--- config.mk ---
export PLATFORM = sky130hd
export DESIGN_NAME = kvbb_div
export DESIGN_NICKNAME = d
export VERILOG_FILES = /design/src/rtl/core/kvbb_pkg.sv /design/src/rtl/core/kvbb_div.sv
export SDC_FILE = /design/constraint.sdc
export NUM_CORES = 1
export LEC_CHECK = 0
export BUFFER_PORTS_ARGS = -buffer_cell sky130_fd_sc_hd__buf_2
export CAP_MARGIN = 15
export CORE_ASPECT_RATIO = 0.6
export CORE_MARGIN = 3
export CORE_UTILIZATION = 37
export CTS_BUF_LIST = sky130_fd_sc_hd__clkbuf_4 sky130_fd_sc_hd__clkbuf_8 sky130_fd_sc_hd__clkbuf_16
export DETAILED_ROUTE_END_ITERATION = 8
export GPL_ROUTABILITY_DRIVEN = 0
export HOLD_SLACK_MARGIN = 0.15
export PLACE_DENSITY = 0.66
export SYNTH_ARGS = -nofsm -noshare
export SYNTH_HDL_FRONTEND = slang
export SYNTH_SLANG_ARGS = --single-unit
--- constraint.sdc ---
create_clock -name clk -period 22.2 [get_ports clk]
set_clock_uncertainty 0.2 [all_clocks]
set_input_delay 4.44 -clock clk [delete_from_list [all_inputs] [get_ports clk]]
set_output_delay 4.44 -clock clk [all_outputs]
set_load 0.05 [all_outputs]
--- src/rtl/core/kvbb_pkg.sv ---
// ---------------------------------------------------------------------------
// kvbb_pkg
// Shared types and constants of the keyframe vertex blend bounds block.
// ---------------------------------------------------------------------------
package kvbb_pkg;

  localparam int AXES     = 3;
  localparam int Q_W      = 8;
  localparam int FIX_W    = 32;
  localparam int DQ_W     = 42;   // byte * scale + translate
  localparam int DIFF_W   = 43;   // p1 - p2, also the quotient
  localparam int BL_W     = 52;   // quotient * pos and the blend
  localparam int DIV_W    = 48;   // divider magnitude, whole digits
  localparam int DIV_BITS = 8;    // quotient bits per divider cycle
  localparam int DIV_STEPS = DIV_W / DIV_BITS;
  localparam int BND_SHIFT = 37;
  localparam logic [31:0] BND_RECIP = 32'hA3D7_0A3E; // ceil(2^37 / 50)
  localparam int BND_COUNT = 2 * AXES;

  // configuration register indexes
  localparam logic [2:0] REG_FRAME_A_X = 3'd0;
  localparam logic [2:0] REG_FRAME_A_Y = 3'd1;
  localparam logic [2:0] REG_FRAME_A_Z = 3'd2;
  localparam logic [2:0] REG_FRAME_B_X = 3'd3;
  localparam logic [2:0] REG_FRAME_B_Y = 3'd4;
  localparam logic [2:0] REG_FRAME_B_Z = 3'd5;
  localparam logic [2:0] REG_BLEND_POS = 3'd6;
  localparam logic [2:0] REG_BLEND_CNT = 3'd7;

  typedef struct packed {
    logic [AXES-1:0][Q_W-1:0] qa;
    logic [AXES-1:0][Q_W-1:0] qb;
    logic                     last;
  } vert_t;

  typedef struct packed {
    logic                     start;
    logic signed [DIFF_W-1:0] dividend;
    logic [Q_W-1:0]           divisor;
  } div_req_t;

  typedef struct packed {
    logic                     done;
    logic signed [DIFF_W-1:0] quot;
  } div_rsp_t;

  typedef enum logic [2:0] {
    ST_IDLE, ST_DEQ, ST_DIFF, ST_DIV, ST_BLEND, ST_SCALE, ST_OUT
  } back_st_t;

endpackage

--- src/rtl/core/kvbb_div.sv ---
// ---------------------------------------------------------------------------
// kvbb_div
// Iterative signed by unsigned divider, eight quotient bits per cycle,
// truncating toward zero.
// ---------------------------------------------------------------------------
module kvbb_div (
  input  logic                clk,
  input  logic                rst_n,
  input  kvbb_pkg::div_req_t  req,
  output kvbb_pkg::div_rsp_t  rsp
);

  logic                               busy_r, done_r, neg_r;
  logic [$clog2(kvbb_pkg::DIV_STEPS)-1:0] step_r;
  logic [kvbb_pkg::DIV_W-1:0]         mag_r, mag_nxt;
  logic [7:0]                         rem_r, rem_nxt, dsr_r;
  logic [kvbb_pkg::DIFF_W-1:0]        abs_in;
  logic [8:0]                         t;

  assign abs_in = req.dividend[kvbb_pkg::DIFF_W-1] ? -req.dividend : req.dividend;

  // one radix-256 digit: eight restoring steps on a nine-bit remainder
  always_comb begin
    mag_nxt = mag_r;
    rem_nxt = rem_r;
    t       = 9'd0;
    for (int k = 0; k < kvbb_pkg::DIV_BITS; k++) begin
      t       = {rem_nxt, mag_nxt[kvbb_pkg::DIV_W-1]};
      mag_nxt = {mag_nxt[kvbb_pkg::DIV_W-2:0], 1'b0};
      if (t >= {1'b0, dsr_r}) begin
        t          = t - {1'b0, dsr_r};
        mag_nxt[0] = 1'b1;
      end
      rem_nxt = t[7:0];
    end
  end

  always_ff @(posedge clk) begin
    if (req.start) begin
      mag_r <= {{(kvbb_pkg::DIV_W-kvbb_pkg::DIFF_W){1'b0}}, abs_in};
      rem_r <= 8'd0;
      dsr_r <= req.divisor;
      neg_r <= req.dividend[kvbb_pkg::DIFF_W-1];
    end else if (busy_r) begin
      mag_r <= mag_nxt;
      rem_r <= rem_nxt;
    end
  end

  always_ff @(posedge clk) begin
    if (!rst_n) begin
      busy_r <= 1'b0;
      done_r <= 1'b0;
      step_r <= '0;
    end else begin
      done_r <= busy_r && (step_r == ($bits(step_r))'(kvbb_pkg::DIV_STEPS - 1));
      if (req.start) begin
        busy_r <= 1'b1;
        step_r <= '0;
      end else if (busy_r) begin
        step_r <= step_r + 1'b1;
        if (step_r == ($bits(step_r))'(kvbb_pkg::DIV_STEPS - 1)) busy_r <= 1'b0;
      end
    end
  end

  assign rsp.done = done_r;
  assign rsp.quot = neg_r ? -mag_r[kvbb_pkg::DIFF_W-1:0] : mag_r[kvbb_pkg::DIFF_W-1:0];

endmodule

==> results of run 1 <==
cell usage after synthesis, types with 3 or more instances:
cell	instances
a2111oi_0	3
mux2i_1	26
nand2b_1	16
inv_1	58
or2_1	4
o41ai_1	13
and4_1	3
o221ai_1	3
a21oi_1	75
ha_1	68
edfxtp_1	52
a31oi_1	7
nand2_1	70
o211ai_1	4
a311oi_1	5
xor2_1	50
and2_1	3
o21ai_0	70
nand3_1	17
and3_1	5
nor3_1	14
xnor2_1	62
dfxtp_1	18
or4_1	18
nor2_1	100
nand4_1	6
a21boi_0	9
a21o_1	13
mux2_2	21
o31ai_1	23
a211oi_1	9
nor3b_1	4
nor4_1	6
or2_2	7
nor2b_1	14
a211o_1	7
or3_1	12
clkbuf_1	27
o21a_1	11
fa_1	8
stage by stage:
step | hold slack (ps) | util, % | area, µm²
3_3_place_gp | 264 | 41.8 | 8940
5_1_grt | 338 | 43.4 | 9290
3_5_place_dp | 276 | 41.8 | 8940
6_report | 282 | 43.4 | 9290
4_1_cts | 285 | 43.4 | 9280
2_1_floorplan | 248 | - | 8220
worst max path at each step:
stage,startpoint,to,slack [ps],cells past startpoint
after floorplan,dsr_r[1],rem_r[2],5110,83
after global placement,dsr_r[6],rem_r[0],2980,81
after detailed placement,dsr_r[6],rem_r[0],2200,81
after CTS,dsr_r[6],rem_r[0],2040,81
after global routing,dsr_r[1],rem_r[0],60,81
final,dsr_r[6],rem_r[0],1770,80
per-layer routing:
layer	GRT usage (%)	wire, µm	vias to the layer above
met2	25.5	9330	405
met1	36.2	13400	3860
met3	7.71	3180	16
met4	1.99	123	0
met5	0	0	-
li1	-	-	3803
critical path, delay by kind of cell, from the launching register on:
family | cells | cell delay (ps)
AOI/OAI and AO/OA | 45 | 10810
DFF | 1 | 360
buffers and inverters | 5 | 1120
muxes | 5 | 1820
and+or+nand+nor | 17 | 3230
adders and majority gates | 8 | 2770
logic make-up (layout without fill, tap and decap cells):
logic type / Yosys count / count (layout)
fa+ha+maj: 76 / 76
compound gates: 284 / 284
buf+inv: 91 / 175
flops: 70 / 70
xor+xnor: 112 / 112
mux: 50 / 50
simple gates: 305 / 305
sequential cells by signal (all words and copies together) (netlist names):
name,flops
done_r,1
busy_r,1
dsr_r,8
step_r,3
rem_r,8
mag_r,48
neg_r,1
cell type report:
type / count / area share (%)
Multi-Input combinational cell: 827 / 63.9
Sequential cell: 70 / 20.7
Timing Repair Buffer: 101 / 5.58
Tap cell: 279 / 3.76
Clock buffer: 9 / 2.43
Inverter: 58 / 2.34
Clock inverter: 7 / 1.31
==> impl_metrics.ini, run 1 <==
[status]
status = finished, final reports clean

[final_layout]
nets = 1197
drive_gt1_share_pct = 15.1
n_antenna_cell = 0
multi_input_area_um2 = 5930
final_cell_mix = nor2_1, buf_2, a21oi_1
areaGrowthSynthToFinish_pct = 13.0
final_common_cell = nor2_1
ff_latch_area_um2 = 1920
n_fill_cell = 2137
fin_cells = 1351

[detailed_routing]
firstDrtPassIters = 5
wl_per_cell_um = 19.3
vias = 8084
routed_wl_mm = 26.1
antenna_left = 0
viasPerCell = 5.98
drcViolationCount = 0
first_iter_violations = 1080

[yosys]
synthXorXnorAreaFrac_pct = 11.9
synthAdderAreaFrac_pct = 12.3
ys_top_cells_by_area = edfxtp_1, ha_1, xnor2_1
synth_top_cell_by_area = edfxtp_1
synth_compound_area_share_pct = 23.0
async_flop_share_pct = 0
synthesis.area_um2 = 8220
synthFlopType = edfxtp_1
synth_nets = 1118
synthMuxAreaShare_pct = 6.78
ys_seq_area_share_pct = 23.4
synth_simple_gate_area_share_pct = 18.2
synth_top_area_share_pct = 19.0
ys_ff_latch = 70
syn_inst = 988
syn_area_per_cell_um2 = 8.32
synth_top_family_by_area = compound AO/OA/AOI/OAI gates
yosys.cell_types.count = 75
synth_warnings = 0
synth_edf_count = 52

[global_route]
grt_antenna_before_repair = 0
grt_start_max_net_pins = 80
grt_pass1_vias = 7179
grt_use_total_pct = 21.5
grt_overflow = 0
grt_first_pass_wirelength_mm = 40.6

[clock_network]
ctsHtreeMaxLevel = 3
post_cts_resized = 0
clock_path_buffers = 2
tritoncts = yes
path_clk_slew_ps = 60
postCtsSetupRepairBufs = 0
clk_latency_ps = 350
ctsRootBufferMaster = clkbuf_16
cts_hold_buf = 0
cts.sinks = 70
cts-buffers-inserted = 9

[die]
die_w_um = 198
die-area_um2 = 24100
ioPinCount = 98
fp.dieH_um = 121
row_count = 41
coreArea_um2 = 21400
initial_utilization_pct = 38.4

[sta]
grt_setup_unrepaired = false
fin_crit_sh_pct = 92.0
fin_setup_tns_ps = 0
report.final.slew_viol_count = 0
final-setup-viol-count = 0
worst-slew-pin-transition_ps = 1020
timing.fmax_mhz = 49.0
hold_viol = 0
maxSlewHeadroom_pct = 31.9
setup_slack_ps = 1770
finalCriticalPeriod_ps = 20430

[critical_path]
crit_type = register to register
r2r-start = dsr_r[6]
worst_setup_path_start_kind = register
rr_endpoint = rem_r[0]
end_kind = register
crit_fanout = 24
ff2ff_path_depth = 80
cp_common_cell = o21ai_0
critPathRequiredTime_ps = 22270
crit_arrival_ps = 20490
crit_slowest_cell = a211oi_2
slowest_delay_ps = 550
r2r_slack_ps = 1770

[placed_design]
port_buffers = 97
dp_hpwl_mm = 20.6
place_ws_ps = 2200
dp_cells = 1335

[min_path]
holdPathEnd = done_r
hp-class = register to register
min_path_cells = 2
hp-start = step_r[2]

[run]
drv_cap = 0
Power of run 1 is left out: the tool's default activity adds up to more than one toggle a clock period on the data nets, which glitch-free logic cannot reach.
==> run 2, diff against run 1 <==
RECOVER_POWER = 50   (was default)
==> run 2 against run 1 <==
Effect of this change: the run now ends with max-capacitance violations, max-slew violations left; flip-flop and latch count is the same; count of clock-buffer cells in the layout is the same; final area shrank 0.15%; highest routed layer unchanged.
==> impl_metrics.ini, run 2 (synthesized netlist as in run 1, its figures left out) <==
[die]
die-area_um2 = 24100
initial_utilization_pct = 38.4
ioPinCount = 98
row_count = 41
fp.dieH_um = 121
coreArea_um2 = 21400
die_w_um = 198

[sta]
finalCriticalPeriod_ps = 20400
timing.fmax_mhz = 49.0
worst-slew-pin-transition_ps = 3270
report.final.slew_viol_count = 200
hold_viol = 0
grt_setup_unrepaired = false
fin_crit_sh_pct = 91.9
fin_setup_tns_ps = 0
final-setup-viol-count = 0
maxSlewHeadroom_pct = -118

[min_path]
min_path_cells = 2
holdPathEnd = done_r
hp-start = step_r[2]
hp-class = register to register

[global_route]
grt_antenna_before_repair = 0
grt_first_pass_wirelength_mm = 40.6
grt_use_total_pct = 21.5
grt_start_max_net_pins = 80
grt_overflow = 0
grt_pass1_vias = 7179

[detailed_routing]
vias = 8033
antenna_left = 0
first_iter_violations = 1079
routed_wl_mm = 26.0
viasPerCell = 5.95
wl_per_cell_um = 19.3
firstDrtPassIters = 6
drcViolationCount = 0

[critical_path]
worst_setup_path_start_kind = register
r2r-start = dsr_r[6]
rr_endpoint = rem_r[0]
crit_arrival_ps = 20450
cp_common_cell = o21ai_0
crit_slowest_cell = a211oi_2
end_kind = register
crit_type = register to register
critPathRequiredTime_ps = 22250
r2r_slack_ps = 1800
path_buf_inv = 5
ff2ff_path_depth = 80
critPathTopFamily = compound AO/OA/AOI/OAI gates
crit_fanout = 24
slowest_delay_ps = 550

[clock_network]
ctsHtreeMaxLevel = 3
clk_latency_ps = 350
tritoncts = yes
ctsRootBufferMaster = clkbuf_16
cts_hold_buf = 0
path_clk_slew_ps = 60
clock_path_buffers = 2
cts.sinks = 70
cts-buffers-inserted = 9

[final_layout]
final_area_um2 = 9270
final_util_pct = 43.3
largest_reg_flops = 48
drive_gt1_share_pct = 14.4
top_regs = mag_r (48), dsr_r (8), rem_r (8)
n_antenna_cell = 0
top_register = mag_r
areaGrowthSynthToFinish_pct = 12.9
nets = 1197
final_cell_mix = nor2_1, buf_2, a21oi_1
final_common_cell = nor2_1

[status]
status = finished, violations left
violations = max-capacitance violations, max-slew violations

[placed_design]
port_buffers = 97
placed_cell_area_um2 = 8940
dp_hpwl_mm = 20.6

[run]
drv_cap = 4
## run 2: per-layer routing
metal / global-route usage [%] / up-vias / share of wire, %
met5: 0 / - / 0
met3: 7.71 / 11 / 13
met2: 25.5 / 388 / 36
met4: 1.99 / 0 / 0.42
met1: 36.2 / 3829 / 51
li1: - / 3805 / -
## run 2: layout make-up
class,count,area [µm²]
fill,2141,12100
multi-input combinational,827,5930
sequential,70,1920
timing repair buffer,101,504
tap,279,349
clock buffer,9,225
inverter,58,218
clock inverter,7,121
## run 2: per-stage QoR
step / hold WS [ps] / worst slack, ps / std cells
finish: 281 / 1800 / 1351
global route: 338 / 40.4 / 1351
CTS: 285 / 2040 / 1351
detailed placement: 276 / 2200 / 1335
global placement: 264 / 2980 / 1335
floorplan: 248 / 5110 / 988
## run 2: what timing repair did
action                                  CTS  global route
endpoints found under the setup margin    0             6
resized for setup                         0             1
endpoints found under the hold margin     0             0
buffers inserted                          0             0
## run 2: worst max path at each step
stage                     cells past startpoint      from       end  slack (ps)
final                                        80  dsr_r[6]  rem_r[0]        1800
after global routing                         81  dsr_r[1]  rem_r[0]          40
after CTS                                    81  dsr_r[6]  rem_r[0]        2040
after detailed placement                     81  dsr_r[6]  rem_r[0]        2200
after global placement                       81  dsr_r[6]  rem_r[0]        2980
after floorplan                              83  dsr_r[1]  rem_r[2]        5110
## run 2: tightest hold or removal path: stages, from the launching register on
cell and delay, ps:
dfxtp_1 310, nand2_1 80, nor2_1 50
Power of run 2 is left out for the same reason.
