[config.mk]
export PLATFORM = sky130hd
export DESIGN_NAME = kvbb_back
export DESIGN_NICKNAME = d
export VERILOG_FILES = /design/src/rtl/core/kvbb_pkg.sv /design/src/rtl/core/kvbb_back.sv
export SDC_FILE = /design/constraint.sdc
export NUM_CORES = 2
export LEC_CHECK = 0
export ABC_AREA = 1
export BUFFER_PORTS_ARGS = -buffer_cell sky130_fd_sc_hd__buf_2
export CAP_MARGIN = 20
export CORE_AREA = 5 5 638 640
export DETAILED_ROUTE_END_ITERATION = 7
export DIE_AREA = 0 0 643 645
export GPL_TIMING_DRIVEN = 0
export PLACE_DENSITY = 0.46
export SYNTH_ARGS = -nofsm -noshare
export SYNTH_HDL_FRONTEND = slang
export SYNTH_SLANG_ARGS = --single-unit
[constraint.sdc]
create_clock -name clk -period 23.4 [get_ports clk]
set_input_delay 7.02 -clock clk [delete_from_list [all_inputs] [get_ports clk]]
set_output_delay 7.02 -clock clk [all_outputs]
set_load 0.02 [all_outputs]
[src/rtl/core/kvbb_pkg.sv]
// ---------------------------------------------------------------------------
// kvbb_pkg
// Shared types and constants of the keyframe vertex blend bounds block.
// ---------------------------------------------------------------------------
package kvbb_pkg;

  localparam int AXES     = 3;
  localparam int Q_W      = 8;
  localparam int FIX_W    = 32;
  localparam int DQ_W     = 42;   // byte * scale + translate
  localparam int DIFF_W   = 43;   // p1 - p2, also the quotient
  localparam int BL_W     = 52;   // quotient * pos and the blend
  localparam int DIV_W    = 48;   // divider magnitude, whole digits
  localparam int DIV_BITS = 8;    // quotient bits per divider cycle
  localparam int DIV_STEPS = DIV_W / DIV_BITS;
  localparam int BND_SHIFT = 37;
  localparam logic [31:0] BND_RECIP = 32'hA3D7_0A3E; // ceil(2^37 / 50)
  localparam int BND_COUNT = 2 * AXES;

  // configuration register indexes
  localparam logic [2:0] REG_FRAME_A_X = 3'd0;
  localparam logic [2:0] REG_FRAME_A_Y = 3'd1;
  localparam logic [2:0] REG_FRAME_A_Z = 3'd2;
  localparam logic [2:0] REG_FRAME_B_X = 3'd3;
  localparam logic [2:0] REG_FRAME_B_Y = 3'd4;
  localparam logic [2:0] REG_FRAME_B_Z = 3'd5;
  localparam logic [2:0] REG_BLEND_POS = 3'd6;
  localparam logic [2:0] REG_BLEND_CNT = 3'd7;

  typedef struct packed {
    logic [AXES-1:0][Q_W-1:0] qa;
    logic [AXES-1:0][Q_W-1:0] qb;
    logic                     last;
  } vert_t;

  typedef struct packed {
    logic                     start;
    logic signed [DIFF_W-1:0] dividend;
    logic [Q_W-1:0]           divisor;
  } div_req_t;

  typedef struct packed {
    logic                     done;
    logic signed [DIFF_W-1:0] quot;
  } div_rsp_t;

  typedef enum logic [2:0] {
    ST_IDLE, ST_DEQ, ST_DIFF, ST_DIV, ST_BLEND, ST_SCALE, ST_OUT
  } back_st_t;

endpackage

[src/rtl/core/kvbb_back.sv]
// ---------------------------------------------------------------------------
// kvbb_back
// Blends one vertex axis by axis, tracks pass bounds, scales them by 1/50
// and holds the result in the output register.
// ---------------------------------------------------------------------------
module kvbb_back (
  input  logic                 clk,
  input  logic                 rst_n,
  input  logic                 head_valid,
  input  kvbb_pkg::vert_t      head,
  output logic                 pop,
  input  logic [63:0]          frame_a [3],
  input  logic [63:0]          frame_b [3],
  input  logic [7:0]           blend_pos,
  input  logic [7:0]           blend_cnt,
  output kvbb_pkg::div_req_t   div_req,
  input  kvbb_pkg::div_rsp_t   div_rsp,
  output logic                 out_tvalid,
  input  logic                 out_tready,
  output logic [287:0]         out_tdata,
  output logic                 out_tlast
);

  localparam int BL_W = kvbb_pkg::BL_W;
  localparam int DQ_W = kvbb_pkg::DQ_W;

  kvbb_pkg::back_st_t st_r, st_nxt;
  kvbb_pkg::vert_t    cur_r;
  logic [1:0]         axis_r;
  logic [2:0]         sc_cnt_r, sc_dst_r;
  logic signed [DQ_W-1:0] p1_r, p2_r;
  logic signed [BL_W-1:0] prod_r;
  logic signed [31:0] res_r [3];
  logic signed [31:0] least_r [3];
  logic signed [31:0] most_r [3];
  logic signed [31:0] low_r [3];
  logic signed [31:0] high_r [3];
  logic               pass_start_r;
  logic [63:0]        sc_prod_r;
  logic               sc_neg_r;
  logic               out_valid_r, out_last_r;
  logic [287:0]       out_data_r;

  logic signed [40:0] mul_a, mul_b;
  logic signed [DQ_W-1:0] p1_c, p2_c;
  logic signed [BL_W-1:0] prod_c, blend_c;
  logic signed [31:0] sat_c, sc_src, sc_res;
  logic [31:0]        sc_mag;
  logic [1:0]         sc_idx;
  logic [26:0]        sc_q;
  logic               out_load;

  // dequantize both frames of the current axis
  always_comb begin
    mul_a = $signed({1'b0, cur_r.qa[axis_r]}) * $signed(frame_a[axis_r][63:32]);
    mul_b = $signed({1'b0, cur_r.qb[axis_r]}) * $signed(frame_b[axis_r][63:32]);
    p1_c  = {mul_a[40], mul_a} + {{10{frame_a[axis_r][31]}}, frame_a[axis_r][31:0]};
    p2_c  = {mul_b[40], mul_b} + {{10{frame_b[axis_r][31]}}, frame_b[axis_r][31:0]};
  end

  assign div_req.start    = (st_r == kvbb_pkg::ST_DIFF);
  assign div_req.dividend = {p1_r[DQ_W-1], p1_r} - {p2_r[DQ_W-1], p2_r};
  assign div_req.divisor  = (blend_cnt == 8'd0) ? 8'd1 : blend_cnt;

  // quotient times pos, then blend and saturate
  always_comb begin
    prod_c  = BL_W'(div_rsp.quot * $signed({1'b0, blend_pos}));
    blend_c = {{(BL_W-DQ_W){p1_r[DQ_W-1]}}, p1_r} - prod_r;
    if (blend_c[BL_W-1:31] == '0 || blend_c[BL_W-1:31] == '1) begin
      sat_c = blend_c[31:0];
    end else begin
      sat_c = blend_c[BL_W-1] ? 32'sh8000_0000 : 32'sh7FFF_FFFF;
    end
  end

  // bound scaling: magnitude times reciprocal, sign restored on the registered product
  always_comb begin
    sc_idx = (sc_cnt_r < 3'd3) ? sc_cnt_r[1:0] : 2'(sc_cnt_r - 3'd3);
    sc_src = (sc_cnt_r < 3'd3) ? least_r[sc_idx] : most_r[sc_idx];
    sc_mag = sc_src[31] ? -sc_src : sc_src;
    sc_q   = sc_prod_r[63:kvbb_pkg::BND_SHIFT];
    sc_res = sc_neg_r ? -$signed({5'd0, sc_q}) : $signed({5'd0, sc_q});
  end

  assign out_load = (st_r == kvbb_pkg::ST_OUT) && (!out_valid_r || out_tready);

  always_comb begin
    st_nxt = st_r;
    pop    = 1'b0;
    unique case (st_r)
      kvbb_pkg::ST_IDLE: begin
        if (head_valid) begin
          pop    = 1'b1;
          st_nxt = kvbb_pkg::ST_DEQ;
        end
      end
      kvbb_pkg::ST_DEQ:   st_nxt = kvbb_pkg::ST_DIFF;
      kvbb_pkg::ST_DIFF:  st_nxt = kvbb_pkg::ST_DIV;
      kvbb_pkg::ST_DIV:   if (div_rsp.done) st_nxt = kvbb_pkg::ST_BLEND;
      kvbb_pkg::ST_BLEND: st_nxt = (axis_r == 2'd2) ? kvbb_pkg::ST_SCALE : kvbb_pkg::ST_DEQ;
      kvbb_pkg::ST_SCALE: if (sc_cnt_r == 3'(kvbb_pkg::BND_COUNT)) st_nxt = kvbb_pkg::ST_OUT;
      kvbb_pkg::ST_OUT:   if (out_load) st_nxt = kvbb_pkg::ST_IDLE;
      default:            st_nxt = kvbb_pkg::ST_IDLE;
    endcase
  end

  always_ff @(posedge clk) begin
    if (!rst_n) begin
      st_r <= kvbb_pkg::ST_IDLE;
    end else begin
      st_r <= st_nxt;
    end
  end

  // datapath
  always_ff @(posedge clk) begin
    case (st_r)
      kvbb_pkg::ST_IDLE: begin
        cur_r <= head;
      end
      kvbb_pkg::ST_DEQ: begin
        p1_r <= p1_c;
        p2_r <= p2_c;
      end
      kvbb_pkg::ST_DIV: begin
        if (div_rsp.done) prod_r <= prod_c;
      end
      kvbb_pkg::ST_BLEND: begin
        res_r[axis_r] <= sat_c;
      end
      kvbb_pkg::ST_SCALE: begin
        sc_prod_r <= 64'(sc_mag) * 64'(kvbb_pkg::BND_RECIP);
        sc_neg_r  <= sc_src[31];
        sc_dst_r  <= sc_cnt_r;
        if (sc_cnt_r != 3'd0) begin
          if (sc_dst_r < 3'd3) low_r[sc_dst_r[1:0]] <= sc_res;
          else                 high_r[2'(sc_dst_r - 3'd3)] <= sc_res;
        end
      end
      default: ;
    endcase
    if (out_load) begin
      out_data_r <= {high_r[2], high_r[1], high_r[0], low_r[2], low_r[1], low_r[0],
                     res_r[2], res_r[1], res_r[0]};
      out_last_r <= cur_r.last;
    end
  end

  // control and bound state
  always_ff @(posedge clk) begin
    if (!rst_n) begin
      axis_r       <= 2'd0;
      sc_cnt_r     <= 3'd0;
      pass_start_r <= 1'b1;
      out_valid_r  <= 1'b0;
      for (int i = 0; i < 3; i++) begin
        least_r[i] <= '0;
        most_r[i]  <= '0;
      end
    end else begin
      if (st_r == kvbb_pkg::ST_IDLE) begin
        axis_r   <= 2'd0;
        sc_cnt_r <= 3'd0;
      end
      if (st_r == kvbb_pkg::ST_BLEND) begin
        axis_r <= axis_r + 2'd1;
        if (pass_start_r || sat_c < least_r[axis_r]) least_r[axis_r] <= sat_c;
        if (pass_start_r || sat_c > most_r[axis_r])  most_r[axis_r]  <= sat_c;
      end
      if (st_r == kvbb_pkg::ST_SCALE) sc_cnt_r <= sc_cnt_r + 3'd1;
      if (out_load) begin
        pass_start_r <= cur_r.last;
        out_valid_r  <= 1'b1;
      end else if (out_tready) begin
        out_valid_r <= 1'b0;
      end
    end
  end

  assign out_tvalid = out_valid_r;
  assign out_tdata  = out_data_r;
  assign out_tlast  = out_last_r;

endmodule

==> results.ini <==
[floorplan]
initial_utilization = 0.249
rows = 233
die_y_um = 645
io_pins = 840
core_um2 = 401000
die_w_um = 643
dieArea_um2 = 415000

[global_routing]
grt_pass1_vias = 78200
grt_antenna_before_repair = 26
overflow = 0
grt_max_degree = 37
track_usage = 0.171
grt_pass1_wl_mm = 530

[hold_path]
min_from = high_r[2][19]
hold_path_class = reg -> reg
hold_end = out_tdata[275]
holdPathStages = 0

[clocking]
holdBufCountCts = 0
htreeDepth = 3
cts_tree = done
post_cts.repair.setup_buffers = 0
cts.reportedPaths.clkPinSlew_ns = 0.06
cts-resized-gates = 0
cts.sinks = 1061
numCtsBuffers = 116
clock-root-buffer = clkbuf_16
clk-insertion-delay-late_ns = 0.83
clock_path_buffers = 3

[sta]
final_max_slew_viol_count = 0
setup_viol = 0
worst_pin_slew_ns = 1.30
max_slew_margin = 0.122
fin_crit_sh = 0.629
hold_viol_final = 0
fin_skew_ns = 0.0972
rsz0062_at_grt = no
min_period_ns = 14.72
hold_slack_ns = 0.346
clock.fmax_mhz = 67.9

[finish]
area_growth_pct = 16.1
utilization = 0.289
fillers = 42900
final-seq-area_um2 = 31700
final_nets = 14600
multi_input_area_um2 = 56200
drive_above_1_share = 0.106
final_area_um2 = 116000

[logic_synthesis]
synth.net_count = 13600
synth.most_common_cell = inv_1
muxShareOfSynthArea = 0
synth_top_family_by_area = adder cells
synthArstFlopShare = 0
syn_avg_cell_area_um2 = 8.94
synth_area_leader_cell = edfxtp_1
synth_ff_type = edfxtp_1
synth-xor-area-share = 0.0291
ys_seq_elements = 1061
synth-compound-area-share = 0.0758
ys.warnings.count = 0
synth_simple_gate_area_frac = 0.132
synthCells = 11200
synth-edff-count = 1049
synthTopCellsByCount = inv_1 (2791), nand2_1 (2165), fa_1 (1101)
synth_top_cell_area_share = 0.316
yosysSeqAreaShare = 0.318
ys_top_cells_by_area = edfxtp_1 (32%), fa_1 (22%), inv_1 (10%), ha_1 (10%), nand2_1 (8.1%)
syn_area_um2 = 99800
yosys.area_share.adder = 0.324
synth_cell_types = 68

[worst_setup_path]
reg2regPathDepth = 42
path_class = in -> out
crit_arrival_ns = 7.70
cp-end-kind = primary output
r2r_slack_ns = 11.37
crit_family = simple AND/OR/NAND/NOR gates
cp_slowest_cell = nor4_1
cpMostUsedCell = buf_2
required_ns = 16.38
slowest_delay_ns = 0.28
path_cells = buf_2, nor4_1, a21o_1, buf_2
start_kind = input pin
crit_fanout = 2
timing.rr.end = sc_prod_r[62]
critPathBufInv = 2
r2r-start = sc_cnt_r[1]

[status]
status = finished clean

[place]
placed_area_um2 = 112000
dpl.hpwl_mm = 305
place.gp.congestion = 0.909
portBuffers = 788

[route]
vias = 76900
viasPerCell = 4.39
wl_mm = 363
drt-initial-drc-count = 5676
drcViolationCount = 0
antenna_left = 0
wl_per_cell_um = 20.7
first_pass_iters = 6

[flow_run]
drv_cap = 0

==> cell type report <==
type                            count  area share
Multi-Input combinational cell   6953       0.485
Sequential cell                  1061       0.274
Inverter                         2821      0.0914
Timing Repair Buffer              872      0.0445
Antenna cell                        4   0.0000864
Tap cell                         5287      0.0571
Clock inverter                     89      0.0103
Buffer                            325      0.0125
Clock buffer                      132      0.0256
==> registers in the layout (all words and copies together) (netlist names), named ones only <==
signal and cells:
high_r 96, st_r 3, cur_r 49, axis_r 2
res_r 96, p2_r 42, sc_cnt_r 3, out_tdata 288
p1_r 42, least_r 128, pass_start_r 1, out_tvalid 1
out_tlast 1, prod_r 52, low_r 96, sc_dst_r 3
sc_prod_r 27, sc_neg_r 1, most_r 128
==> through the flow <==
step / cells / TNS [ns] / setup WS, ns
global placement: 17200 / -1132.90 / -4.01
CTS: 17500 / 0 / 8.66
global route: 17500 / 0 / 8.62
detailed placement: 17300 / 0 / 8.66
floorplan: 11200 / 0 / 3.43
finish: 17500 / 0 / 8.68
==> worst max-delay path by stage <==
stage	start	endpoint	slack [ns]	depth (start not counted)
6_report	blend_cnt[1]	div_req[0]	8.68	4
5_1_grt	blend_cnt[1]	div_req[0]	8.62	4
4_1_cts	blend_cnt[1]	div_req[0]	8.66	4
3_5_place_dp	blend_cnt[1]	div_req[0]	8.66	4
3_3_place_gp	out_tready	out_tdata[108]	-4.01	3
2_1_floorplan	out_tready	out_tdata[0]	3.43	2
==> layer usage <==
layer	vias up	track usage	wire, um
li1	36400	-	-
met1	37900	0.235	163000
met2	2182	0.290	171000
met3	357	0.0224	20200
met4	6	0.0331	8010
met5	-	0	40
==> worst reg2reg max path, delay by kind of cell, from the launching register on <==
family,cells,cell delay (ns)
AOI/OAI and AO/OA,7,2.15
adders and majority gates,9,4.42
buffers and inverters,11,2.21
xor gates and xnor gates,2,0.90
and+or+nand+nor,13,1.63
DFF,1,0.46
==> cell families after synthesis <==
kind of cell / after synthesis
DFF: 1061
adders and majority gates: 1925
AOI/OAI and AO/OA: 1353
and+or+nand+nor: 3355
buffers and inverters: 3146
xor gates and xnor gates: 320
==> cells in the final DEF, fill, tap and decap left out, types with 27 or more instances in the layout <==
master	synthesis	routed
inv_1	2791	2790
nand2_1	2165	2159
fa_1	1101	1101
edfxtp_1	1049	1049
nor2_1	878	869
ha_1	824	824
buf_2	32	821
a21oi_1	504	504
o21ai_0	434	430
clkbuf_1	233	248
xor2_1	218	217
o21ai_1	115	118
clkbuf_16	0	116
nand3_1	115	115
xnor2_1	95	94
o211ai_1	84	84
a31oi_1	71	71
nor3_1	65	59
buf_6	16	52
o31ai_1	41	41
nand4_1	40	40
or2_2	32	32
clkbuf_2	31	31
buf_12	0	27
Power is left out: the tool's default activity adds up to more than one toggle a clock period on the data nets, which glitch-free logic cannot reach.
