--- src/rtl/core/kvbb_pkg.sv ---
// ---------------------------------------------------------------------------
// kvbb_pkg
// Shared types and constants of the keyframe vertex blend bounds block.
// ---------------------------------------------------------------------------
package kvbb_pkg;

  localparam int AXES     = 3;
  localparam int Q_W      = 8;
  localparam int FIX_W    = 32;
  localparam int DQ_W     = 42;   // byte * scale + translate
  localparam int DIFF_W   = 43;   // p1 - p2, also the quotient
  localparam int BL_W     = 52;   // quotient * pos and the blend
  localparam int DIV_W    = 48;   // divider magnitude, whole digits
  localparam int DIV_BITS = 8;    // quotient bits per divider cycle
  localparam int DIV_STEPS = DIV_W / DIV_BITS;
  localparam int BND_SHIFT = 37;
  localparam logic [31:0] BND_RECIP = 32'hA3D7_0A3E; // ceil(2^37 / 50)
  localparam int BND_COUNT = 2 * AXES;

  // configuration register indexes
  localparam logic [2:0] REG_FRAME_A_X = 3'd0;
  localparam logic [2:0] REG_FRAME_A_Y = 3'd1;
  localparam logic [2:0] REG_FRAME_A_Z = 3'd2;
  localparam logic [2:0] REG_FRAME_B_X = 3'd3;
  localparam logic [2:0] REG_FRAME_B_Y = 3'd4;
  localparam logic [2:0] REG_FRAME_B_Z = 3'd5;
  localparam logic [2:0] REG_BLEND_POS = 3'd6;
  localparam logic [2:0] REG_BLEND_CNT = 3'd7;

  typedef struct packed {
    logic [AXES-1:0][Q_W-1:0] qa;
    logic [AXES-1:0][Q_W-1:0] qb;
    logic                     last;
  } vert_t;

  typedef struct packed {
    logic                     start;
    logic signed [DIFF_W-1:0] dividend;
    logic [Q_W-1:0]           divisor;
  } div_req_t;

  typedef struct packed {
    logic                     done;
    logic signed [DIFF_W-1:0] quot;
  } div_rsp_t;

  typedef enum logic [2:0] {
    ST_IDLE, ST_DEQ, ST_DIFF, ST_DIV, ST_BLEND, ST_SCALE, ST_OUT
  } back_st_t;

endpackage

--- src/rtl/core/kvbb_front.sv ---
// ---------------------------------------------------------------------------
// kvbb_front
// Accepts vertex transfers, unpacks them and queues them for the back end.
// ---------------------------------------------------------------------------
module kvbb_front (
  input  logic           clk,
  input  logic           rst_n,
  input  logic           in_tvalid,
  output logic           in_tready,
  input  logic [47:0]    in_tdata,
  input  logic           in_tlast,
  input  logic           pop,
  output logic           head_valid,
  output kvbb_pkg::vert_t head
);

  kvbb_pkg::vert_t mem_r [2];
  kvbb_pkg::vert_t wr_ent;
  logic       wr_ptr_r, rd_ptr_r;
  logic [1:0] cnt_r;
  logic       push;

  always_comb begin
    for (int i = 0; i < kvbb_pkg::AXES; i++) begin
      wr_ent.qa[i] = in_tdata[8*i +: 8];
      wr_ent.qb[i] = in_tdata[24 + 8*i +: 8];
    end
    wr_ent.last = in_tlast;
  end

  assign in_tready  = (cnt_r != 2'd2);
  assign push       = in_tvalid && in_tready;
  assign head_valid = (cnt_r != 2'd0);
  assign head       = mem_r[rd_ptr_r];

  always_ff @(posedge clk) begin
    if (push) begin
      mem_r[wr_ptr_r] <= wr_ent;
    end
  end

  always_ff @(posedge clk) begin
    if (!rst_n) begin
      wr_ptr_r <= 1'b0;
      rd_ptr_r <= 1'b0;
      cnt_r    <= 2'd0;
    end else begin
      if (push) wr_ptr_r <= ~wr_ptr_r;
      if (pop)  rd_ptr_r <= ~rd_ptr_r;
      cnt_r <= cnt_r + {1'b0, push} - {1'b0, pop};
    end
  end

endmodule

--- config.mk ---
export PLATFORM = sky130hd
export DESIGN_NAME = kvbb_front
export DESIGN_NICKNAME = d
export VERILOG_FILES = /design/src/rtl/core/kvbb_pkg.sv /design/src/rtl/core/kvbb_front.sv
export SDC_FILE = /design/constraint.sdc
export NUM_CORES = 1
export LEC_CHECK = 0
export BUFFER_PORTS_ARGS = -buffer_cell sky130_fd_sc_hd__buf_2
export CAP_MARGIN = 20
export CORE_MARGIN = 5
export CORE_UTILIZATION = 44
export CTS_CLUSTER_SIZE = 14
export DETAILED_ROUTE_END_ITERATION = 6
export PLACE_DENSITY = 0.73
export RECOVER_POWER = 100
export SYNTH_ARGS = -nofsm -noshare
export SYNTH_HDL_FRONTEND = slang
export SYNTH_SLANG_ARGS = --single-unit
export TNS_END_PERCENT = 10
--- constraint.sdc ---
create_clock -name clk -period 6.3 [get_ports clk]
set_input_delay 0.315 -clock clk [delete_from_list [all_inputs] [get_ports clk]]
set_output_delay 0.315 -clock clk [all_outputs]
set_load 0.02 [all_outputs]
==> results of run 1 <==
-- final timing paths --
kind                                 end  slack, ns
setup / recovery                 head[0]       2.67
hold / removal    mem_r[0][29]$_DFFE_PP_       0.15
setup reg to reg   mem_r[1][5]$_DFFE_PP_       3.18
hold reg to reg                flip-flop       0.58
-- layout by cell type, fill, tap and decap left out, types with 2 or more instances in the layout --
cell / n
edfxtp_1: 98
clkbuf_1: 66
buf_2: 41
mux2_2: 36
mux2_1: 12
clkbuf_8: 9
dfxtp_1: 4
and2_0: 3
nand2_1: 2
nand3b_1: 2
inv_1: 2
bufinv_16: 2
-- metal layers --
metal / GRT usage / share of wire
met3: 0.0550 / 0.097
met2: 0.210 / 0.48
met1: 0.159 / 0.41
met4: 0.0378 / 0.0077
met5: 0 / 0
-- metrics by stage --
stage	power, mW	util	hold WS (ns)	cells	worst slack [ns]
after global placement	1.09	0.519	0.504	387	4.32
after detailed placement	1.10	0.521	0.506	388	4.35
after CTS	1.53	0.546	0.131	404	4.10
after floorplan	1.01	-	0.414	180	3.96
final	1.49	0.531	0.155	405	2.67
after global routing	1.57	0.531	0.112	405	2.28
-- flip-flops by register name, summed over array words and instances, names as in the netlist, named ones only --
register / flops
wr_ptr_r: 1
mem_r: 98
cnt_r: 2
rd_ptr_r: 1
-- final cells by class --
type	instances	area, um2	area share
well taps	108	135	0.0296
repair buffers	106	449	0.0984
flip-flops and latches	103	3040	0.667
clock buffers	10	128	0.0280
clock inverters	6	85.1	0.0186
multi-input cells	70	714	0.157
inverters	2	7.51	0.00165
-- power by group through the flow --
| stage | Combinational [mW] | Sequential, mW | Clock [mW] |
|---|---|---|---|
| floorplan | 0.166 | 0.846 | 0 |
| CTS | 0.253 | 0.834 | 0.442 |
| global route | 0.249 | 0.840 | 0.477 |
| finish | 0.228 | 0.834 | 0.426 |
| detailed placement | 0.251 | 0.850 | 0 |
| global placement | 0.245 | 0.846 | 0 |
-- cells by family (layout without fill, tap and decap cells) --
| group | after synthesis | after routing | synth area share |
|---|---|---|---|
| AO/OA/AOI/OAI | 5 | 5 | 0.0118 |
| XOR/XNOR | 2 | 2 | 0.00457 |
| adder cells (fa/ha/maj) | 1 | 1 | 0.00326 |
| buffers and inverters | 7 | 124 | 0.0108 |
| flip-flops | 103 | 103 | 0.794 |
| multiplexers | 50 | 50 | 0.156 |
| AND/OR/NAND/NOR | 12 | 12 | 0.0193 |
==> impl_results.md, run 1 <==
* Total CTS buffers at 9
* Synth unique cells at 25
* Wire per inst at 16.4 um
* RSZ-0062 raised after global routing: no
* Cell family with most CP delay: buffers and inverters
* Initial antenna violation count at 0
* Drt pass-1 iters at 4
* Fin crit share at 0.577
* Crit-path max cell delay at 1.93 ns
* Sw frac at 0.245
* Seq pwr share at 0.560
* Period minus WS final at 3.63 ns
* Synth area leaders: edfxtp_1 (77%), mux2_2 (11%), mux2_4 (3.9%), dfxtp_1 (2.6%), and2_1 (0.49%)
* GRT Total Usage at 0.129
* Initial Utilization at 0.446
* Flops & latches, synth at 103
* Post-CTS Setup Bufs at 0
* RR Startpoint: cnt_r[0]$_SDFF_PN0_
* Top-count cell post-synth: edfxtp_1
* Fmax at 275 MHz
* Hold_sp: in_tdata[4]
* Number of flops mapped to enable cells by yosys at 98
* Rel. slew slack at -0.815
* Vias at 1951
* Synth-to-Final Area Change at 19.1%
* Row count at 34
* DRC Markers at 0
* Synth top cells by count: edfxtp_1 (98), mux2_2 (39), mux2_4 (10)
* Final ANT Viol Nets at 0
* Die ar. at 10700 um2
* Logic pwr share at 0.153
* Crit Path Max Fanout at 49
* Placer Congestion at 0.804
* Setup TNS at 0 ns
* Hold Vio Cnt, Final at 0
* Crit Path Class: reg -> out
* Syn avg cell area at 21.3 um2
* Pin count of the biggest net entering global routing at 50
* Area leader, netlist: edfxtp_1
* Psw at 0.365 mW
* Post-DP Area at 4480 um2
* Clock skew at 0.0121 ns
* CP cell instances: clkbuf_1, mux2_2, clkbuf_1
* Pwr dens at 326 nW/um2
* Clock transition at path regs at 0.10 ns
* Ys async rst share at 0
* Clk_lat worst skew at 0.34 ns
* Slew Viols, Final at 81
* Startpoint types: flip-flop
* Max-cap violations at 2
* Cells after synthesis at 180
* Layout cells sized above 1 at 0.323
* CTS tree: built
* Die height at 103 um
* Status: finished with violations
* Die width at 103 um
* Worst VDD drop at 0.000164 V
* CP Data Required Time at 5.98 ns
* Critical Path End Type: output port
* Pint at 1.12 mW
* H-tree Lvls at 3
* ANT cells at 0
* # nets final at 346
* Cell mode on critical path: clkbuf_1
* Worst-margin pin slew at 2.72 ns
* Port bufs at 103
* Final setup viols at 0
* P_leak at 1.57 nW
* Detailed Route WL at 6660 um
* Hold Path Stages at 1
* Cts hold-fix bufs at 0
* Critical Path Stages at 3
* Synth top area share at 0.768
* Clock root buffer: clkbuf_8
* Worst Hold Class: in -> reg
* DP Wirelength at 4360 um
* Worst path bufs/invs at 2
* Clock buffer depth at 2
* First-pass GRT wire length at 10200 um
* Filler cells at 774
* Failing checks: capacitance limit, slew limit
* # resized after CTS at 0
* Seq/Total Area, Yosys at 0.794
* Syn nets at 234
* Vias in the first global route at 2080
* Yosys warnings at 0
* WP data arrival at 3.32 ns
* Fin area at 4560 um2
* Top_reg_cell synth: edfxtp_1
* Clock Power Share at 0.286
* CP max-delay cell: clkbuf_1
* Grt total ovfl at 0
* CTS sink cnt at 103
* Floorplan Core Area at 8590 um2
* Ports at 104
* R2r worst-path depth at 3
* Vias/cell at 4.82
* Cell Area, Synth at 3830 um2
* Iter 0 DRT Violations at 39
No activity file was read; power rests on OpenSTA's default activity.
==> run 2: changes to the inputs <==
==> constraint.sdc (replaced) <==
create_clock -name clk -period 3.4 [get_ports clk]
set_input_delay 0.17 -clock clk [delete_from_list [all_inputs] [get_ports clk]]
set_output_delay 0.17 -clock clk [all_outputs]
set_load 0.02 [all_outputs]
==> run 2 against run 1 <==
Compared with the run above: the run still ends with capacitance limit, slew limit left; clock skew shrank 0.0043 ns; routed wire length up 1.7%; worst hold slack got worse by 0.12 ns; sequential power up 86%; global-route usage increased by 0.11 points; power up 84%; register-to-register slack worse by 2.3 ns; flip-flop and latch count unchanged; die area stayed put; largest power group unchanged; highest routed layer unchanged.
==> impl_results.md, run 2 (synthesis gave the netlist of run 1 again) <==
* Row count at 34 (unchanged)
* Status: finished with violations
* Worst-margin pin slew at 1.92 ns (-0.806 ns)
* Pwr dens at 550 nW/um2 (+69%)
* Initial Utilization at 0.446 (unchanged)
* Commonest cells after routing, fill and taps aside: edfxtp_1 (98), clkbuf_1 (77), dlygate4sd3_1 (44), mux2_2 (38), buf_2 (23)
* Vias in the first global route at 2255 (+8.4%)
* Post-CTS Setup Bufs at 0 (unchanged)
* Final setup viols at 0 (unchanged)
* Iter 0 DRT Violations at 63 (+62%)
* Filler cells at 706 (-8.8%)
* Non-Filler Instances at 449 (+11%)
* Top reg by flops: mem_r
* Area of the multi-input gates at 718 um2 (+0.53%)
* Worst slack, placed at 1.44 ns (-2.91 ns)
* Dpl cells at 389 (+0.26%)
* CP max-delay cell: inv_1
* Fin crit share at 0.748
* Layout cells sized above 1 at 0.252 (-0.0710)
* First-pass GRT wire length at 10400 um (+1.8%)
* CP cell instances: nand2b_1, nand3b_1, inv_1
* Clock transition at path regs at 0.09 ns (about the same)
* # resized after CTS at 0 (unchanged)
* Crit Path Class: reg -> reg
* Commonest non-fill, non-tap cell in the layout: edfxtp_1
* Port bufs at 103 (unchanged)
* WP data arrival at 2.48 ns (-0.84 ns)
* Period minus WS final at 2.54 ns
* P_leak at 1.71 nW (+9.2%)
* Slack of the worst reg-to-reg path at 0.86 ns (-2.32 ns)
* Placer Congestion at 0.696 (-14%)
* Worst Hold Class: in -> reg
* Register area at 3040 um2 (about the same)
* Clock root buffer: clkbuf_8
* Crit Path Max Fanout at 49 (unchanged)
* Pin count of the biggest net entering global routing at 50 (unchanged)
* Final ANT Viol Nets at 0 (unchanged)
* Crit-path max cell delay at 1.37 ns (-0.56 ns)
* Grt total ovfl at 0 (unchanged)
* Final core occ at 0.579 (+0.0479)
* Worst VDD drop at 0.000281 V (+72%)
* Synth-to-Final Area Change at 29.8%
* Slew Viols, Final at 50 (-38%)
* Clock skew at 0.00775 ns (-0.00432 ns)
* Die height at 103 um (unchanged)
* Rel. slew slack at -0.279 (+0.536)
* H-tree Lvls at 3 (unchanged)
* Drt pass-1 iters at 4 (unchanged)
* # nets final at 390 (+13%)
* Floorplan Core Area at 8590 um2 (unchanged)
* Total design power at 2.73 mW (+84%)
* CTS tree: built
* Largest regs: mem_r (98), cnt_r (2)
* CP Data Required Time at 3.34 ns (-2.64 ns)
* Die ar. at 10700 um2 (unchanged)
* Clk_lat worst skew at 0.35 ns (about the same)
* Setup TNS at 0 ns (unchanged)
* DP Wirelength at 4570 um (+4.8%)
* Vias/cell at 4.71 (-2.2%)
* CTS sink cnt at 103 (unchanged)
* Critical Path End Type: flip-flop
* Die width at 103 um (unchanged)
* Fmax at 393 MHz
* Failing checks: capacitance limit, slew limit
* Hold Vio Cnt, Final at 0 (unchanged)
* Ports at 104 (unchanged)
* Largest register FFs at 98 (unchanged)
* GRT Total Usage at 0.131 (+0.00106)
* Max-cap violations at 1 (-1)
* Total CTS buffers at 9 (unchanged)
* ANT cells at 0 (unchanged)
* Vias at 2116 (+8.5%)
* Startpoint types: flip-flop
* Clock buffer depth at 2 (unchanged)
* DRC Markers at 0 (unchanged)
* Wire per inst at 15.1 um (-8.2%)
* RSZ-0062 raised after global routing: no
* Worst Slack Setup Final at 0.858 ns (-1.81 ns)
* Initial antenna violation count at 0 (unchanged)
* Detailed Route WL at 6780 um (+1.7%)
run 2: cell types whose count changed in the layout (fill, tap and decap cells not counted), sizes merged:
| cell | delta |
|---|---|
| clkbuf | +15 |
| dlygate4sd3 | +44 |
| inv | +1 |
| clkinvlp | +1 |
| buf | -16 |
| bufinv | -1 |
run 2: critical path, delay by kind of cell, from the launching register on:
family	cells	cell delay [ns]
AND/OR/NAND/NOR	2	0.34
buffers and inverters	1	1.37
flip-flops	1	0.39
run 2: layout make-up:
type / count / share of cell area
Clock buffer: 9 / 0.0249
Clock inverter: 7 / 0.0143
Inverter: 2 / 0.00151
Multi-Input combinational cell: 70 / 0.144
Sequential cell: 103 / 0.612
Tap cell: 108 / 0.0272
Timing Repair Buffer: 150 / 0.176
run 2: worst paths after layout:
kind / cells past startpoint / to / startpoint
setup / recovery: 3 / mem_r[0][16]$_DFFE_PP_ / cnt_r[0]$_SDFF_PN0_
hold / removal: 1 / mem_r[0][33]$_DFFE_PP_ / in_tdata[8]
setup reg to reg: 3 / mem_r[0][16]$_DFFE_PP_ / cnt_r[0]$_SDFF_PN0_
hold reg to reg: 2 / wr_ptr_r$_SDFFE_PN0P_ / wr_ptr_r$_SDFFE_PN0P_
run 2: power breakdown:
group / internal [mW] / switching (mW) / leakage, nW / total, mW
clock: 0.340 / 0.391 / 0.0933 / 0.731
combinational: 0.178 / 0.273 / 0.663 / 0.451
sequential: 1.52 / 0.0340 / 0.956 / 1.55
run 2: repair_timing:
item | CTS | global route
setup endpoints to repair | 0 | 0
hold buffers | 44 | 0
endpoints found under the hold margin | 83 | 0
run 2: per-layer routing:
layer  part of all wire  GRT usage  vias to the layer above
met1               0.44      0.165                     1019
met5                  0          0                        -
met4              0.014     0.0568                        0
li1                   -          -                     1015
met2               0.46      0.212                       72
met3              0.083     0.0362                       10
run 2: metrics by stage:
stage | cell area, um2 | hold WS, ns
finish | 4970 | 0.0319
detailed placement | 4470 | 0.361
global placement | 4470 | 0.359
floorplan | 3830 | 0.269
CTS | 5110 | 0.000126
global route | 4970 | 0.0297
==> run 3: changes to the inputs <==
--- a/config.mk
+++ b/config.mk
@@ -5,13 +5,14 @@
 export SDC_FILE = /design/constraint.sdc
 export NUM_CORES = 1
 export LEC_CHECK = 0
+export ABC_AREA = 1
 export BUFFER_PORTS_ARGS = -buffer_cell sky130_fd_sc_hd__buf_2
 export CAP_MARGIN = 20
 export CORE_MARGIN = 5
 export CORE_UTILIZATION = 44
 export CTS_CLUSTER_SIZE = 14
 export DETAILED_ROUTE_END_ITERATION = 6
-export PLACE_DENSITY = 0.73
+export PLACE_DENSITY = 0.76
 export RECOVER_POWER = 100
 export SYNTH_ARGS = -nofsm -noshare
 export SYNTH_HDL_FRONTEND = slang
==> constraint.sdc (replaced) <==
create_clock -name clk -period 2.29 [get_ports clk]
set_input_delay 0.1145 -clock clk [delete_from_list [all_inputs] [get_ports clk]]
set_output_delay 0.1145 -clock clk [all_outputs]
set_load 0.02 [all_outputs]
==> run 3 against run 2 <==
Compared with the run above: the flow now finishes without violations; non-clock buffer count grew 9; clock power grew 67%; critical path depth is the same; clock-buffer cell count is the same; largest power group unchanged; global-route usage shrank 0.34 points; final cell count grew 2.9%; flip-flop and latch count is the same; via count is essentially flat; register-to-register slack lost 0.36 ns; worst setup slack lost 0.42 ns; largest cell class unchanged.
==> impl_results.md, run 3 <==
* Slew Viols, Final at 0 (-100%)
* Cells after synthesis at 184 (+2.2%)
* Flops & latches, synth at 103 (unchanged)
* Commonest cells after routing, fill and taps aside: edfxtp_1 (98), clkbuf_1 (83), dlygate4sd3_1 (50), mux2_2 (39), buf_2 (17)
* Iter 0 DRT Violations at 78 (+24%)
* CP cell instances: clkbuf_2, mux2_2, clkbuf_1
* Critical Path End Type: output port
* Rel. slew slack at 0.511 (+0.790)
* CP max-delay cell: clkbuf_2
* Port bufs at 103 (unchanged)
* Final ANT Viol Nets at 0 (unchanged)
* Vias in the first global route at 2168 (-3.9%)
* Clock skew at 0.0110 ns (+0.00323 ns)
* Ports at 104 (unchanged)
* Synth unique cells at 15 (-40%)
* ANT cells at 0 (unchanged)
* DP Wirelength at 4330 um (-5.2%)
* Placer Congestion at 0.782 (+12%)
* Worst Hold Class: in -> reg
* Final setup viols at 0 (unchanged)
* Post-CTS Setup Bufs at 0 (unchanged)
* Total CTS buffers at 9 (unchanged)
* Setup TNS at 0 ns (unchanged)
* Synth top area share at 0.773 (+0.00530)
* Drt pass-1 iters at 4 (unchanged)
* Synth area leaders: edfxtp_1 (77%), mux2_2 (12%), mux2_4 (3.9%), dfxtp_1 (2.6%), nand2_1 (0.89%)
* Die width at 103 um (-0.31%)
* Number of flops mapped to enable cells by yosys at 98 (unchanged)
* Top reg by flops: mem_r
* Layout cells sized above 1 at 0.243 (-0.00926)
* Worst-margin pin slew at 0.733 ns (-1.18 ns)
* CTS sink cnt at 103 (unchanged)
* Pin count of the biggest net entering global routing at 29 (-42%)
* Clock transition at path regs at 0.09 ns (about the same)
* Die ar. at 10600 um2 (-0.62%)
* Commonest non-fill, non-tap cell in the layout: edfxtp_1
* Clk_lat worst skew at 0.35 ns (about the same)
* RSZ-0062 raised after global routing: no
* First-pass GRT wire length at 10100 um (-2.7%)
* Die height at 103 um (-0.31%)
* P_leak at 1.76 nW (+2.7%)
* Syn avg cell area at 20.7 um2 (-2.8%)
* Startpoint types: flip-flop
* Top-count cell post-synth: edfxtp_1
* Pwr dens at 829 nW/um2 (+51%)
* Detailed Route WL at 6550 um (-3.4%)
* Vias at 2115 (-0.047%)
* # nets final at 403 (+3.3%)
* Largest regs: mem_r (98), cnt_r (2)
* Max-cap violations at 0 (-1)
* Fmax at 539 MHz
* Largest family of logic cells by synthesized area: multiplexers
* Top_reg_cell synth: edfxtp_1
* Grt total ovfl at 0 (unchanged)
* Floorplan Core Area at 8590 um2 (unchanged)
* Area leader, netlist: edfxtp_1
* Initial Utilization at 0.443 (-0.00306)
* Hold Vio Cnt, Final at 0 (unchanged)
* Worst VDD drop at 0.000502 V (+78%)
* Seq/Total Area, Yosys at 0.799 (+0.00548)
* DRC Markers at 0 (unchanged)
* Clock buffer depth at 2 (unchanged)
* Crit Path Max Fanout at 23 (-53%)
* Initial antenna violation count at 0 (unchanged)
* Crit-path max cell delay at 0.47 ns (-0.90 ns)
* Mux contribution to synthesized area at 0.155 (-0.00155)
* Vias/cell at 4.58 (-2.9%)
* Post-synthesis simple-gate area fraction at 0.0155 (-0.00381)
* GRT Total Usage at 0.127 (-0.00343)
* Clock root buffer: clkbuf_8
* Wire per inst at 14.2 um (-6.1%)
* Adder-cell area share of the yosys netlist at 0.00329 (+0.0000225)
* CTS tree: built
* Final core occ at 0.588 (+0.00874)
* Ys async rst share at 0 (unchanged)
* Synth top cells by count: edfxtp_1 (98), mux2_2 (39), mux2_4 (10)
* Fin crit share at 0.810
* CP Data Required Time at 2.18 ns (-1.16 ns)
* Largest register FFs at 98 (unchanged)
* Row count at 34 (unchanged)
* Crit Path Class: reg -> out
* Total design power at 4.19 mW (+53%)
* XOR/XNOR share of the synthesized area at 0.00460 (+0.0000316)
* Compound-gate portion of the synthesized area at 0.00263 (-0.00912)
* Cell Area, Synth at 3810 um2 (-0.69%)
* Status: finished clean
* Filler cells at 704 (-0.28%)
* H-tree Lvls at 3 (unchanged)
* WP data arrival at 1.74 ns (-0.74 ns)
* Syn nets at 238 (+1.7%)
* Synth-to-Final Area Change at 32.7%
* Min Hold Slack at 0.0924 ns (+0.0605 ns)
* Yosys warnings at 0 (unchanged)
* Period minus WS final at 1.86 ns
-- run 3: cell types whose count changed after synthesis, moves of 2 or more --
cell	previous run	this run
nand2_1	2	9
inv_1	2	7
nor2_1	0	4
and2_1	3	0
buf_2	3	0
a21oi_1	0	2
buf_4	1	3
nand3b_1	2	0
-- run 3: worst paths after layout --
kind,start,endpoint,slack (ns),cells past startpoint
max,flip-flop,head[27],0.43,3
min,pop,flip-flop,0.09,3
max reg2reg,cnt_r[0]$_SDFF_PN0_,mem_r[0][25]$_DFFE_PP_,0.50,5
min reg2reg,rd_ptr_r$_SDFFE_PN0P_,flip-flop,0.52,2
-- run 3: final cells by class --
type,instances,area [um2],area share
clock inverter,7,100,0.0198
multi-input combinational,69,677,0.134
inverter,7,26.3,0.00520
clock buffer,9,124,0.0245
timing repair buffer,159,943,0.187
sequential,103,3040,0.603
tap,108,135,0.0268
-- run 3: where the power goes --
| part | leakage (nW) | switching, mW | internal (mW) | total, mW |
|---|---|---|---|---|
| combinational | 0.688 | 0.414 | 0.266 | 0.680 |
| sequential | 0.956 | 0.0368 | 2.25 | 2.28 |
| clock | 0.115 | 0.593 | 0.629 | 1.22 |
| total | 1.76 | 1.04 | 3.14 | 4.19 |
-- run 3: routing by layer --
layer,vias to the layer above,GRT usage,wire length (um)
met2,60,0.219,3390
met5,-,0,0
li1,1031,-,-
met4,0,0.0418,76
met1,1017,0.153,2650
met3,7,0.0379,429
-- run 3: metrics by stage --
stage	worst slack [ns]	std cells	cell area [um2]
2_1_floorplan	-0.185	184	3810
3_3_place_gp	0.818	396	4470
3_5_place_dp	0.764	396	4470
4_1_cts	0.556	462	5190
5_1_grt	0.302	462	5050
6_report	0.434	462	5050
-- run 3: timing repair --
action,in CTS,in global routing
hold endpoints to repair,99,0
resized for setup,0,0
hold buffers,50,0
-- run 3: worst max-delay path, delay by kind of cell, from the launching register on --
kind / cells / cell delay (ns)
buf+inv: 2 / 0.64
flops: 1 / 0.33
mux: 1 / 0.41
-- run 3: logic make-up (layout without fill, tap and decap cells) --
kind of cell               count (synthesis)  count (layout)
and+or+nand+nor                           15              15
xor gates and xnor gates                   2               2
AOI/OAI and AO/OA                          2               2
buffers and inverters                     12             182
muxes                                     49              49
DFF                                      103             103
adders and majority gates                  1               1
